[src/design/lsp_pkg.sv]
// ----------------------------------------------------------------------------
// lsp_pkg: shared types, constants and the sine table for the scan converter
// Holds the field widths, register index codes and the Q1.14 quarter-wave
// sine table.
// ----------------------------------------------------------------------------
package lsp_pkg;

	localparam int MAX_BEAMS        = 4096;
	localparam int SINE_TABLE_DEPTH = 1024;
	localparam int ROM_IDX_W        = $clog2(SINE_TABLE_DEPTH);

	// Only the first quarter turn is stored; the other three are folded onto it.
	localparam int QTR_IDX_W         = ROM_IDX_W - 2;
	localparam int QUARTER_ROM_DEPTH = SINE_TABLE_DEPTH / 4;

	localparam int ANGLE_W    = 16;
	localparam int RANGE_W    = 16;
	localparam int COORD_W    = 18;
	localparam int BEAM_W     = 12;
	localparam int SINE_W     = 16;
	localparam int CFG_IDX_W  = 2;
	localparam int CFG_DATA_W = 16;

	// Beam index saturates at the smaller of the scan length and the field range.
	localparam int BEAM_CAP     = ((MAX_BEAMS - 1) > 4095) ? 4095 : (MAX_BEAMS - 1);
	localparam int X_OFFSET_Q10 = 205;
	localparam int QUARTER_TURN = 16384;
	localparam int FULL_TURN    = 65536;

	localparam logic [CFG_IDX_W-1:0] REG_RANGE_LOWER = 2'd0;
	localparam logic [CFG_IDX_W-1:0] REG_RANGE_UPPER = 2'd1;
	localparam logic [CFG_IDX_W-1:0] REG_START_ANGLE = 2'd2;
	localparam logic [CFG_IDX_W-1:0] REG_ANGLE_STEP  = 2'd3;

	typedef struct packed {
		logic [RANGE_W-1:0] range_lower_limit;
		logic [RANGE_W-1:0] range_upper_limit;
		logic [ANGLE_W-1:0] start_angle;
		logic [ANGLE_W-1:0] angle_step;
	} cfg_t;

	typedef struct packed {
		logic [RANGE_W-1:0] range;
		logic [ANGLE_W-1:0] angle;
		logic [BEAM_W-1:0]  count;
	} beam_item_t;

	// Unsigned sine magnitudes of the first quarter turn, Q1.14.
	typedef logic [SINE_W-2:0] quarter_rom_t [QUARTER_ROM_DEPTH];

	// Polynomial sine over a quarter turn, t in [0, 16384], result in Q1.14.
	function automatic longint quarter_sine(input longint t);
		longint x2;
		longint inner;
		longint mid;
		x2    = (t * t) >>> 14;
		inner = 10512 - ((x2 * 1160) >>> 14);
		mid   = 25736 - ((x2 * inner) >>> 14);
		return (t * mid) >>> 14;
	endfunction

	function automatic quarter_rom_t build_quarter_rom();
		quarter_rom_t rom;
		for (int k = 0; k < QUARTER_ROM_DEPTH; k++)
			rom[k] = (SINE_W - 1)'(quarter_sine(longint'(k) * FULL_TURN / SINE_TABLE_DEPTH));
		return rom;
	endfunction

	localparam quarter_rom_t QUARTER_ROM = build_quarter_rom();

	// Sine at exactly a quarter turn, which falls just past the stored range.
	localparam logic [SINE_W-2:0] SINE_PEAK = (SINE_W - 1)'(quarter_sine(QUARTER_TURN));

endpackage

[src/design/lsp_cfg_regs.sv]
// ----------------------------------------------------------------------------
// lsp_cfg_regs: configuration register file
// Four write-only registers loaded from the plain write port.
// ----------------------------------------------------------------------------
module lsp_cfg_regs import lsp_pkg::*; (
	input  logic                  clk,
	input  logic                  arst_n,
	input  logic                  wr_en,
	input  logic [CFG_IDX_W-1:0]  wr_index,
	input  logic [CFG_DATA_W-1:0] wr_data,
	output cfg_t                  cfg
);

	cfg_t cfg_q;

	always_ff @(posedge clk or negedge arst_n) begin
		if (!arst_n) begin
			cfg_q.range_lower_limit <= '0;
			cfg_q.range_upper_limit <= '1;
			cfg_q.start_angle       <= '0;
			cfg_q.angle_step        <= ANGLE_W'(64);
		end else if (wr_en) begin
			unique case (wr_index)
				REG_RANGE_LOWER: cfg_q.range_lower_limit <= wr_data;
				REG_RANGE_UPPER: cfg_q.range_upper_limit <= wr_data;
				REG_START_ANGLE: cfg_q.start_angle       <= wr_data;
				REG_ANGLE_STEP:  cfg_q.angle_step        <= wr_data;
				default:         cfg_q                   <= cfg_q;
			endcase
		end
	end

	assign cfg = cfg_q;

endmodule

[src/design/lsp_beam_track.sv]
// ----------------------------------------------------------------------------
// lsp_beam_track: beam angle and index tracking plus the input register
// Advances the angle and index on every accepted sample, applies the range
// filter and holds surviving samples in the first pipeline stage.
// ----------------------------------------------------------------------------
module lsp_beam_track import lsp_pkg::*; (
	input  logic               clk,
	input  logic               arst_n,
	input  cfg_t               cfg,
	input  logic               in_fire,
	input  logic [RANGE_W-1:0] range_sample,
	input  logic               scan_start,
	input  logic               stage_adv,
	output logic               keep,
	output logic               valid_s1,
	output beam_item_t         item_s1
);

	logic [ANGLE_W-1:0] beam_angle_q;
	logic [BEAM_W-1:0]  beam_count_q;
	logic [ANGLE_W-1:0] angle_next;
	logic [BEAM_W-1:0]  count_next;

	always_comb begin
		if (scan_start) begin
			angle_next = cfg.start_angle;
			count_next = '0;
		end else begin
			angle_next = beam_angle_q + cfg.angle_step;
			count_next = (beam_count_q < BEAM_W'(BEAM_CAP)) ? beam_count_q + 1'b1
			                                                 : beam_count_q;
		end
	end

	// Inverted limits are applied as written and may drop every sample.
	assign keep = (range_sample > cfg.range_lower_limit) &&
	              (range_sample < cfg.range_upper_limit);

	always_ff @(posedge clk or negedge arst_n) begin
		if (!arst_n) begin
			beam_angle_q <= '0;
			beam_count_q <= '0;
			valid_s1     <= 1'b0;
		end else begin
			if (in_fire) begin
				beam_angle_q <= angle_next;
				beam_count_q <= count_next;
				valid_s1     <= keep;
			end else if (stage_adv) begin
				valid_s1 <= 1'b0;
			end
		end
	end

	always_ff @(posedge clk) begin
		if (in_fire && keep) begin
			item_s1.range <= range_sample;
			item_s1.angle <= angle_next;
			item_s1.count <= count_next;
		end
	end

endmodule

[src/design/lsp_rotate.sv]
// ----------------------------------------------------------------------------
// lsp_rotate: polar to Cartesian rotation
// Looks up sine and cosine of the beam angle in a quarter-wave table, scales
// the range by each with round-half-up, and adds the sensor x offset.
// ----------------------------------------------------------------------------
module lsp_rotate import lsp_pkg::*; (
	input  beam_item_t                 item,
	output logic signed [COORD_W-1:0]  x,
	output logic signed [COORD_W-1:0]  y
);

	localparam int PROD_W = RANGE_W + 1 + SINE_W;

	logic [ANGLE_W-1:0]       cos_angle;
	logic [ROM_IDX_W-1:0]     sin_idx;
	logic [ROM_IDX_W-1:0]     cos_idx;
	logic signed [SINE_W-1:0] sin_val;
	logic signed [SINE_W-1:0] cos_val;
	logic signed [PROD_W-1:0] prod_x;
	logic signed [PROD_W-1:0] prod_y;
	logic signed [PROD_W:0]   round_x;
	logic signed [PROD_W:0]   round_y;

	// Odd quadrants mirror the quarter-wave index, the upper half negates.
	function automatic logic signed [SINE_W-1:0] rom_sine(input logic [ROM_IDX_W-1:0] idx);
		logic [QTR_IDX_W:0] qidx;
		logic [SINE_W-2:0]  mag;
		qidx = {1'b0, idx[QTR_IDX_W-1:0]};
		if (idx[QTR_IDX_W])
			qidx = (QTR_IDX_W + 1)'(QUARTER_ROM_DEPTH) - qidx;
		mag = qidx[QTR_IDX_W] ? SINE_PEAK : QUARTER_ROM[qidx[QTR_IDX_W-1:0]];
		return idx[ROM_IDX_W-1] ? -$signed({1'b0, mag}) : $signed({1'b0, mag});
	endfunction

	assign cos_angle = item.angle + ANGLE_W'(QUARTER_TURN);
	assign sin_idx   = item.angle[ANGLE_W-1 -: ROM_IDX_W];
	assign cos_idx   = cos_angle[ANGLE_W-1 -: ROM_IDX_W];
	assign sin_val   = rom_sine(sin_idx);
	assign cos_val   = rom_sine(cos_idx);

	assign prod_x = $signed({1'b0, item.range}) * cos_val;
	assign prod_y = $signed({1'b0, item.range}) * sin_val;

	// Add half an LSB of Q14, then floor: halves round toward plus infinity.
	assign round_x = (PROD_W + 1)'(prod_x) + (PROD_W + 1)'(8192);
	assign round_y = (PROD_W + 1)'(prod_y) + (PROD_W + 1)'(8192);

	assign x = COORD_W'(round_x >>> 14) + COORD_W'(X_OFFSET_Q10);
	assign y = COORD_W'(round_y >>> 14);

endmodule

[src/design/lidar_scan_to_points.sv]
// ----------------------------------------------------------------------------
// lidar_scan_to_points: lidar range samples to sensor-frame Cartesian points
// Input channel (in_valid/in_ready) carries range_sample (Q6.10 m) and
// scan_start. Output channel (out_valid/out_ready) carries point_x, point_y
// (signed Q7.10 m) and beam_number. Registers are loaded from wr_en,
// wr_index and wr_data; the user must load them only while the block is idle,
// as the block itself does not enforce it. A sample transfer lands in the
// input register; when the output register is free, the rotation result
// moves into the output register, which offers the point. Throughput is one
// sample per cycle while the receiver keeps taking points, set by the single
// lookup-and-multiply stage between the two registers.
// Samples outside the range window advance the beam state and give no point.
// Reset clears the angle, the index, both valid flags and the registers to
// their defaults. When the receiver stalls, the output holds, the input
// register fills, and in_ready drops until the output is taken.
// ----------------------------------------------------------------------------
module lidar_scan_to_points import lsp_pkg::*; (
	input  logic                       clk,
	input  logic                       arst_n,
	input  logic                       wr_en,
	input  logic [CFG_IDX_W-1:0]       wr_index,
	input  logic [CFG_DATA_W-1:0]      wr_data,
	input  logic                       in_valid,
	output logic                       in_ready,
	input  logic [RANGE_W-1:0]         range_sample,
	input  logic                       scan_start,
	output logic                       out_valid,
	input  logic                       out_ready,
	output logic signed [COORD_W-1:0]  point_x,
	output logic signed [COORD_W-1:0]  point_y,
	output logic [BEAM_W-1:0]          beam_number
);

	cfg_t                      cfg;
	beam_item_t                item_s1;
	logic                      valid_s1;
	logic                      keep;
	logic                      in_fire;
	logic                      out_free;
	logic                      stage_adv;
	logic signed [COORD_W-1:0] x_calc;
	logic signed [COORD_W-1:0] y_calc;
	logic                      out_valid_q;
	logic signed [COORD_W-1:0] point_x_q;
	logic signed [COORD_W-1:0] point_y_q;
	logic [BEAM_W-1:0]         beam_number_q;

	// The output register can load when empty or when its point is being taken.
	assign out_free  = !out_valid_q || out_ready;
	assign stage_adv = valid_s1 && out_free;
	// The input register frees up in the same cycle that it moves forward.
	assign in_ready  = !valid_s1 || out_free;
	assign in_fire   = in_valid && in_ready;

	lsp_cfg_regs u_cfg_regs (
		.clk      (clk),
		.arst_n   (arst_n),
		.wr_en    (wr_en),
		.wr_index (wr_index),
		.wr_data  (wr_data),
		.cfg      (cfg)
	);

	lsp_beam_track u_beam_track (
		.clk          (clk),
		.arst_n       (arst_n),
		.cfg          (cfg),
		.in_fire      (in_fire),
		.range_sample (range_sample),
		.scan_start   (scan_start),
		.stage_adv    (stage_adv),
		.keep         (keep),
		.valid_s1     (valid_s1),
		.item_s1      (item_s1)
	);

	lsp_rotate u_rotate (
		.item (item_s1),
		.x    (x_calc),
		.y    (y_calc)
	);

	always_ff @(posedge clk or negedge arst_n) begin
		if (!arst_n) begin
			out_valid_q <= 1'b0;
		end else if (out_free) begin
			out_valid_q <= valid_s1;
		end
	end

	always_ff @(posedge clk) begin
		if (stage_adv) begin
			point_x_q     <= x_calc;
			point_y_q     <= y_calc;
			beam_number_q <= item_s1.count;
		end
	end

	assign out_valid   = out_valid_q;
	assign point_x     = point_x_q;
	assign point_y     = point_y_q;
	assign beam_number = beam_number_q;

`ifndef ASSERT_OFF
	// A sample that passes the range window always occupies the input register.
	assert property (@(posedge clk) disable iff (!arst_n)
		in_fire && keep |=> valid_s1)
		else $error("kept sample did not reach the input register");

	// A filtered sample never creates an input register entry by itself.
	assert property (@(posedge clk) disable iff (!arst_n)
		in_fire && !keep |=> !valid_s1)
		else $error("filtered sample entered the input register");

	// A blocked input register keeps its entry.
	assert property (@(posedge clk) disable iff (!arst_n)
		valid_s1 && !out_free |=> valid_s1)
		else $error("input register lost an entry while blocked");

	// An entry that moves forward shows up on the output.
	assert property (@(posedge clk) disable iff (!arst_n)
		stage_adv |=> out_valid)
		else $error("advanced entry missing from output register");
`endif

endmodule

[config.mk]
export PLATFORM = sky130hd
export DESIGN_NAME = lidar_scan_to_points
export DESIGN_NICKNAME = d
export VERILOG_FILES = /design/src/design/lsp_pkg.sv /design/src/design/lsp_cfg_regs.sv /design/src/design/lsp_beam_track.sv /design/src/design/lsp_rotate.sv /design/src/design/lidar_scan_to_points.sv
export SDC_FILE = /design/constraint.sdc
export NUM_CORES = 2
export LEC_CHECK = 0
export ABC_AREA = 1
export BUFFER_PORTS_ARGS = -buffer_cell sky130_fd_sc_hd__buf_4
export CAP_MARGIN = 20
export CELL_PAD_IN_SITES_DETAIL_PLACEMENT = 1
export CELL_PAD_IN_SITES_GLOBAL_PLACEMENT = 1
export CORE_MARGIN = 10
export CORE_UTILIZATION = 53
export DETAILED_ROUTE_END_ITERATION = 7
export GPL_TIMING_DRIVEN = 0
export MAX_ROUTING_LAYER = met4
export PLACE_DENSITY_LB_ADDON = 0.1
export REMOVE_ABC_BUFFERS = 1
export SYNTH_ARGS = -nofsm -noshare
export SYNTH_HDL_FRONTEND = slang
export SYNTH_SLANG_ARGS = --single-unit
export TNS_END_PERCENT = 1
[constraint.sdc]
create_clock -name clk -period 28.7 [get_ports clk]
set_input_delay 2.87 -clock clk [delete_from_list [all_inputs] [get_ports clk]]
set_output_delay 2.87 -clock clk [all_outputs]
set_load 0.1 [all_outputs]
# After elaboration in Yosys (flattened, before gate mapping)
# Memory sizes are Yosys's and may differ from the RTL's.
# Cells that the tools add are included.
word_totals:
  reg_bits: 186
  romBits: 7680
  input_bits: 40
  output_inout_bits: 50
  elab_cells: 67
  memories: 2
mem_list:
  columns: ["name", "words", "width", "read_ports", "rd_ports_with_merged_regs", "wr", "line", "rtl"]
  rows:
  - ["(name not given)", 256, 15, 1, 0, 0, "lsp_rotate.sv:31", "mag = qidx[QTR_IDX_W] ? SINE_PEAK : QUARTER_ROM[qidx[QTR_IDX_W-1:0]];"]
  - ["(name not given)", 256, 15, 1, 0, 0, "lsp_rotate.sv:31", null]
op_classes:
  addsub: 10
  multipliers: 2
  magnitude_cmp: 5
  n_eq_ne: 3
  muxes: 15
  bitwise_logic: 2
  reduce_logical: 14
op_table:
  columns: ["op", "n"]
  rows:
  - ["15-bit two-way mux", 6]
  - ["32-bit by 15-bit adder with 32-bit output, second input constant", 2]
  - ["17-bit by 16-bit multiplier with 32-bit output", 2]
  - ["16-bit two-way mux", 3]
  - ["15-bit negation with 16-bit output", 2]
  - ["12-bit two-way mux", 2]
  - ["18-bit by 9-bit adder with 18-bit output, second input constant", 1]
  - ["9-bit >= comparator, second input constant", 2]
  - ["9-bit two-way mux", 2]
  - ["8-bit NOT with 9-bit output", 2]
  - ["9-bit by 8-bit subtractor with 9-bit output, first input constant", 2]
  - ["16-bit by 15-bit adder with 16-bit output, second input constant", 1]
  - ["16-bit adder", 1]
  - ["16-bit > comparator", 1]
  - ["16-bit < comparator", 1]
  - ["12-bit by 1-bit adder with 12-bit output, second input constant", 1]
  - ["12-bit < comparator, second input constant", 1]
  - ["2-bit AND reduction", 4]
  - ["2-bit equality test, second input constant", 2]
  - ["1-bit logical AND", 4]
  - ["2-bit by 1-bit equality test with 1-bit output, second input constant", 1]
  - ["1-bit zero test", 2]
  - ["2-bit zero test", 1]
  - ["1-bit logical OR", 2]
  - ["2 further kinds", 3]

# Logic depth before layout (Yosys ltp)
logic_depth:
  depth_word: 13
  mapped_depth: 64
  mapped_depth_nobuf: 59

# Cells and area by module
# From an unflattened synthesis, not the netlist that was laid out.
hier_totals:
  cells_unflattened: 4730
  hier_area_um2: 34192.8
by_module_without_submodules:
  columns: ["mod", "n_inst", "cells_each", "area_per_inst_um2", "seq_area_each_um2"]
  rows:
  - ["lsp_rotate", 1, 3799, 25329.3, 0.0]
  - ["lsp_beam_track", 1, 589, 4727.0, 2047.0]
  - ["lsp_cfg_regs", 1, 285, 2632.5, 1622.8]
  - ["lidar_scan_to_points", 1, 57, 1503.9, 1466.4]

# Worst setup path before layout
# No wires, ideal clock.
synth_timing:
  path_type: "reg2reg"
  startpoint: "register, netlist name u_beam_track.item_s1[18]"
  endpoint: "register point_x_q[13] (netlist: point_x[13]), data pin"
  setup_ps: 252
  arrival_ps: 9654
  t_required_ps: 28448
  path_slack_ps: 18793
  path_stages_with_launch: 50
  n_path_buf: 4
  synth_period_minus_slack_ps: 9907
  path_cell_list: "edfxtp_1 > inv_2 > clkbuf_1 > ha_1 > o21ai_1 > ha_1 > nand3_1 > nand2_1 > nand2_1 > nand2_1 > nand2_1 > nand3_1 > nand3_1 > nand2_1 > nand2_1 > nand3_4 > buf_1 > ha_1 > [14 not listed] > fa_1 > inv_1 > fa_1 > inv_1 > ha_1 > clkbuf_1 > a21oi_1 > inv_1 > a31oi_1 > o21ai_0 > a21oi_1 > o21ai_1 > xnor2_1 > nand4_1 > o21ai_2 > nand2_1 > nand2_1 > nand2_1"
synth_via:
  elab_chain_cells: 13
synth_rtl:
  columns: ["element", "line", "rtl"]
  rows:
  - ["16-bit by 15-bit adder with 16-bit output *", "lsp_rotate.sv:35", "assign cos_angle = item.angle + ANGLE_W'(QUARTER_TURN);"]
  - ["9-bit by 8-bit subtractor with 9-bit output", "lsp_rotate.sv:30", "qidx = (QTR_IDX_W + 1)'(QUARTER_ROM_DEPTH) - qidx;"]
  - ["9-bit two-way mux", "lsp_rotate.sv:29", "if (idx[QTR_IDX_W])"]
  - ["8-bit NOT with 9-bit output (implied by the code)", "lsp_rotate.sv:31", null]
  - ["memory read 256 x 15 bit", null, null]
  - ["15-bit two-way mux (implied by the code) (2 in series)", "lsp_rotate.sv:31", null]
  - ["15-bit two-way mux", "lsp_rotate.sv:31", null]
  - ["15-bit negation with 16-bit output", "lsp_rotate.sv:32", "return idx[ROM_IDX_W-1] ? -$signed({1'b0, mag}) : $signed({1'b0, mag});"]
  - ["16-bit two-way mux *", "lsp_rotate.sv:32", null]
  - ["17-bit by 16-bit multiplier with 32-bit output *", "lsp_rotate.sv:41", "assign prod_x = $signed({1'b0, item.range}) * cos_val;"]
  - ["32-bit by 15-bit adder with 32-bit output *", "lsp_rotate.sv:45", "assign round_x = (PROD_W + 1)'(prod_x) + (PROD_W + 1)'(8192);"]
  - ["18-bit by 9-bit adder with 18-bit output *", "lsp_rotate.sv:48", "assign x = COORD_W'(round_x >>> 14) + COORD_W'(X_OFFSET_Q10);"]
  - ["named net u_rotate.x[13]", "lsp_rotate.sv:8", "output logic signed [COORD_W-1:0] x,"]
  - ["to (signal assigned)", "lidar_scan_to_points.sv:93", "point_x_q <= x_calc;"]
  - ["to (decl)", "lidar_scan_to_points.sv:44", "logic signed [COORD_W-1:0] point_x_q;"]
# Mark *: on every way through the listed nets, which the timed path passes. The rest lies on a longest branch. The select of a mux whose other input is x is not followed.
# A chain may end at the register's enable or synchronous reset.

# Worst setup path in the final report
layout_timing:
  startpoint: "register, netlist name u_beam_track.item_s1[18]"
  endpoint: "register point_x_q[12] (netlist: point_x[12]), data pin"
layout_via:
  elab_chain_cells: 13
layout_rtl:
  columns: ["element", "line"]
  rows:
  - ["16-bit by 15-bit adder with 16-bit output *", "lsp_rotate.sv:35"]
  - ["9-bit by 8-bit subtractor with 9-bit output", "lsp_rotate.sv:30"]
  - ["9-bit two-way mux", "lsp_rotate.sv:29"]
  - ["8-bit NOT with 9-bit output (implied by the code)", "lsp_rotate.sv:31"]
  - ["memory read 256 x 15 bit", null]
  - ["15-bit two-way mux (implied by the code) (2 in series)", "lsp_rotate.sv:31"]
  - ["15-bit two-way mux", "lsp_rotate.sv:31"]
  - ["15-bit negation with 16-bit output", "lsp_rotate.sv:32"]
  - ["16-bit two-way mux *", "lsp_rotate.sv:32"]
  - ["17-bit by 16-bit multiplier with 32-bit output *", "lsp_rotate.sv:41"]
  - ["32-bit by 15-bit adder with 32-bit output *", "lsp_rotate.sv:45"]
  - ["18-bit by 9-bit adder with 18-bit output *", "lsp_rotate.sv:48"]
  - ["named net u_rotate.x[12]", "lsp_rotate.sv:8"]
# Marks and branches as above.

==> reports/results.ini <==
[placement]
port_buffers = 89
place_congestion = 1.00
dp_hpwl_um = 101000
dp_slack_ns = 16.27
place_area_um2 = 34600

[sta]
hold_violations = 0
rsz0062_at_grt = false
fin_setup_tns_ns = 0
timing.fmax_mhz = 78.6
worst_hold_slack_ns = 0.426
skew_ns = 0.0290
period_needed_ns = 12.72
maxSlewViolCount = 0
worst_slack_ns = 15.98
worstMarginPinSlew_ns = 1.24
setup_violations = 0
relSlewSlack = 0.173
period_share = 0.443

[finish]
final_common_cell = nand2_1
fin_nets = 5279
final_area_um2 = 35400
area_growth_syn_to_layout_pct = 6.02
final_cell_mix = nand2_1, inv_1, nor2_1, fa_1, ha_1
final_layout_size_suffix_gt1_frac = 0.0663

[grt]
track_usage = 0.358
grt_max_degree = 95
grt_pass1_wl_um = 201000
antenna_found_initial = 1
grt_pass1_vias = 35100
gr-total-overflow = 0

[hold_path]
holdCritPathClass = reg -> reg

[drt]
via_count = 32700
drc = 0
vias_per_cell = 6.06
detail_route.wl_per_cell_um = 24.0
wl_um = 129000
firstDrtPassIters = 6
final_antenna_net_count = 0
dr.first_iter.drc_count = 2956

[critical_path]
path_max_fanout = 20
cp.arrival_ns = 12.96
critPathRequiredTime_ns = 28.93
slowest_stage = edfxtp_1
critPathLaunch = u_beam_track.item_s1[18]$_DFFE_PP_
critPathKind = reg -> reg
crit_top_cell = nand2_1
cp-start-kind = register
reg2reg_slack_ns = 15.98
max_stage_delay_ns = 0.80
cp-end-kind = register
reg2reg_from = u_beam_track.item_s1[18]$_DFFE_PP_
cp-endpoint = point_x[12]$_DFFE_PP_
r2r_cells = 48
timing.rr.end = point_x[12]$_DFFE_PP_

[synth]
yosys.area.top_type = fa_1
async_flop_share = 0.522
synth_edf_count = 86
yosysSeqAreaShare = 0.148
yosys_warnings = 0
syn_area_um2 = 33400
syn_area_per_cell_um2 = 7.28
synthFlopType = edfxtp_1
synth_seq_cells = 180
ys_top_cells_by_area = fa_1, nand2_1, ha_1
synth_cells = 4592
synth_top_area_share = 0.233
netlist-cell-type-count = 70

[cts]
tritoncts.num_buffers = 17
clk_pin_slew_ns = 0.10
root_buffer = clkbuf_16
cts_hold_buf = 0
cts_tree = done
h-tree-depth = 4
cts_num_sinks = 180
clockBufferDepth = 2
cts_setup_buffers = 0
ctsResizeCount = 0
worst_skew_pair.late_latency_ns = 0.50

[job]
drv_cap = 0

[die]
dieArea_um2 = 73500
initial_core_util = 0.539
die_w_um = 271
die_h_um = 271
rows = 91
ioPinCount = 90
core_area_um2 = 62100

[outcome]
status = finished, final reports clean

-- routing by layer --
layer  vias to the layer above  global-route usage  wire (um)
met5                         -                   -          0
met4                         0               0.172       6890
met3                       426              0.0574       9990
met2                      1554               0.587      61900
met1                     16200               0.427      50700
li1                      14500                   -          -
-- registers in the layout, indices dropped and copies added, names as in the netlist --
signal,cells
u_beam_track.beam_count_q,12
u_cfg_regs.cfg,64
u_beam_track.beam_angle_q,16
out_valid,1
point_y,18
point_x,18
beam_number,12
u_beam_track.item_s1,38
u_beam_track.valid_s1,1
-- cell type report --
cell class	count	area, um2
fillers	8042	26600
multi-input cells	3403	24400
flip-flops and latches	180	4960
inverters	824	3110
repair buffers	117	1230
well taps	837	1050
clock buffers	17	425
clock inverters	15	218
diodes	1	2.50
-- cell usage after synthesis (all sizes together) (17+ instances only) --
cell type	count
ha	307
inv	817
a21oi	199
nor2	475
buf	93
o21ai	303
nand3	233
o31ai	19
xor2	33
nand4	29
xnor2	20
nor3	34
nand2	1136
o211ai	32
clkbuf	92
fa	389
dfrtp	77
a31oi	55
edfxtp	86
dfstp	17
-- how the worst min path moves through the flow --
stage	end	start	slack, ns	depth (start not counted)
global placement	beam_number[4]$_DFFE_PP_	u_beam_track.item_s1[4]$_DFFE_PP_	0.40	0
detailed placement	beam_number[1]$_DFFE_PP_	u_beam_track.item_s1[1]$_DFFE_PP_	0.41	0
floorplan	beam_number[0]$_DFFE_PP_	u_beam_track.item_s1[0]$_DFFE_PP_	0.40	0
global route	beam_number[1]$_DFFE_PP_	u_beam_track.item_s1[1]$_DFFE_PP_	0.43	0
CTS	beam_number[1]$_DFFE_PP_	u_beam_track.item_s1[1]$_DFFE_PP_	0.42	0
finish	beam_number[1]$_DFFE_PP_	u_beam_track.item_s1[1]$_DFFE_PP_	0.43	0
-- critical path: cells and delay by family (launching register included) --
kind	cells	cell delay, ns
xor+xnor	2	0.90
flops	1	0.80
buf+inv	8	0.82
simple gates	23	4.61
fa+ha+maj	9	4.15
compound gates	6	1.16
-- cells by family (layout without fill, tap and decap cells) --
group,after synthesis,in the layout,synth area share
adder cells (fa/ha/maj),696,696,0.348
AND/OR/NAND/NOR,1936,1936,0.242
buffers and inverters,1009,973,0.122
AO/OA/AOI/OAI,718,718,0.125
flip-flops,180,180,0.148
XOR/XNOR,53,53,0.0155
other,0,1,0
-- through the flow --
| step | cells | utilization |
|---|---|---|
| after floorplan | 4407 | - |
| after detailed placement | 5353 | 0.558 |
| after CTS | 5385 | 0.568 |
| after global placement | 5333 | 0.551 |
| after global routing | 5394 | 0.571 |
| final | 5394 | 0.571 |
Power is left out: the tool's default activity adds up to more than one toggle a clock period on the data nets, which glitch-free logic cannot reach.
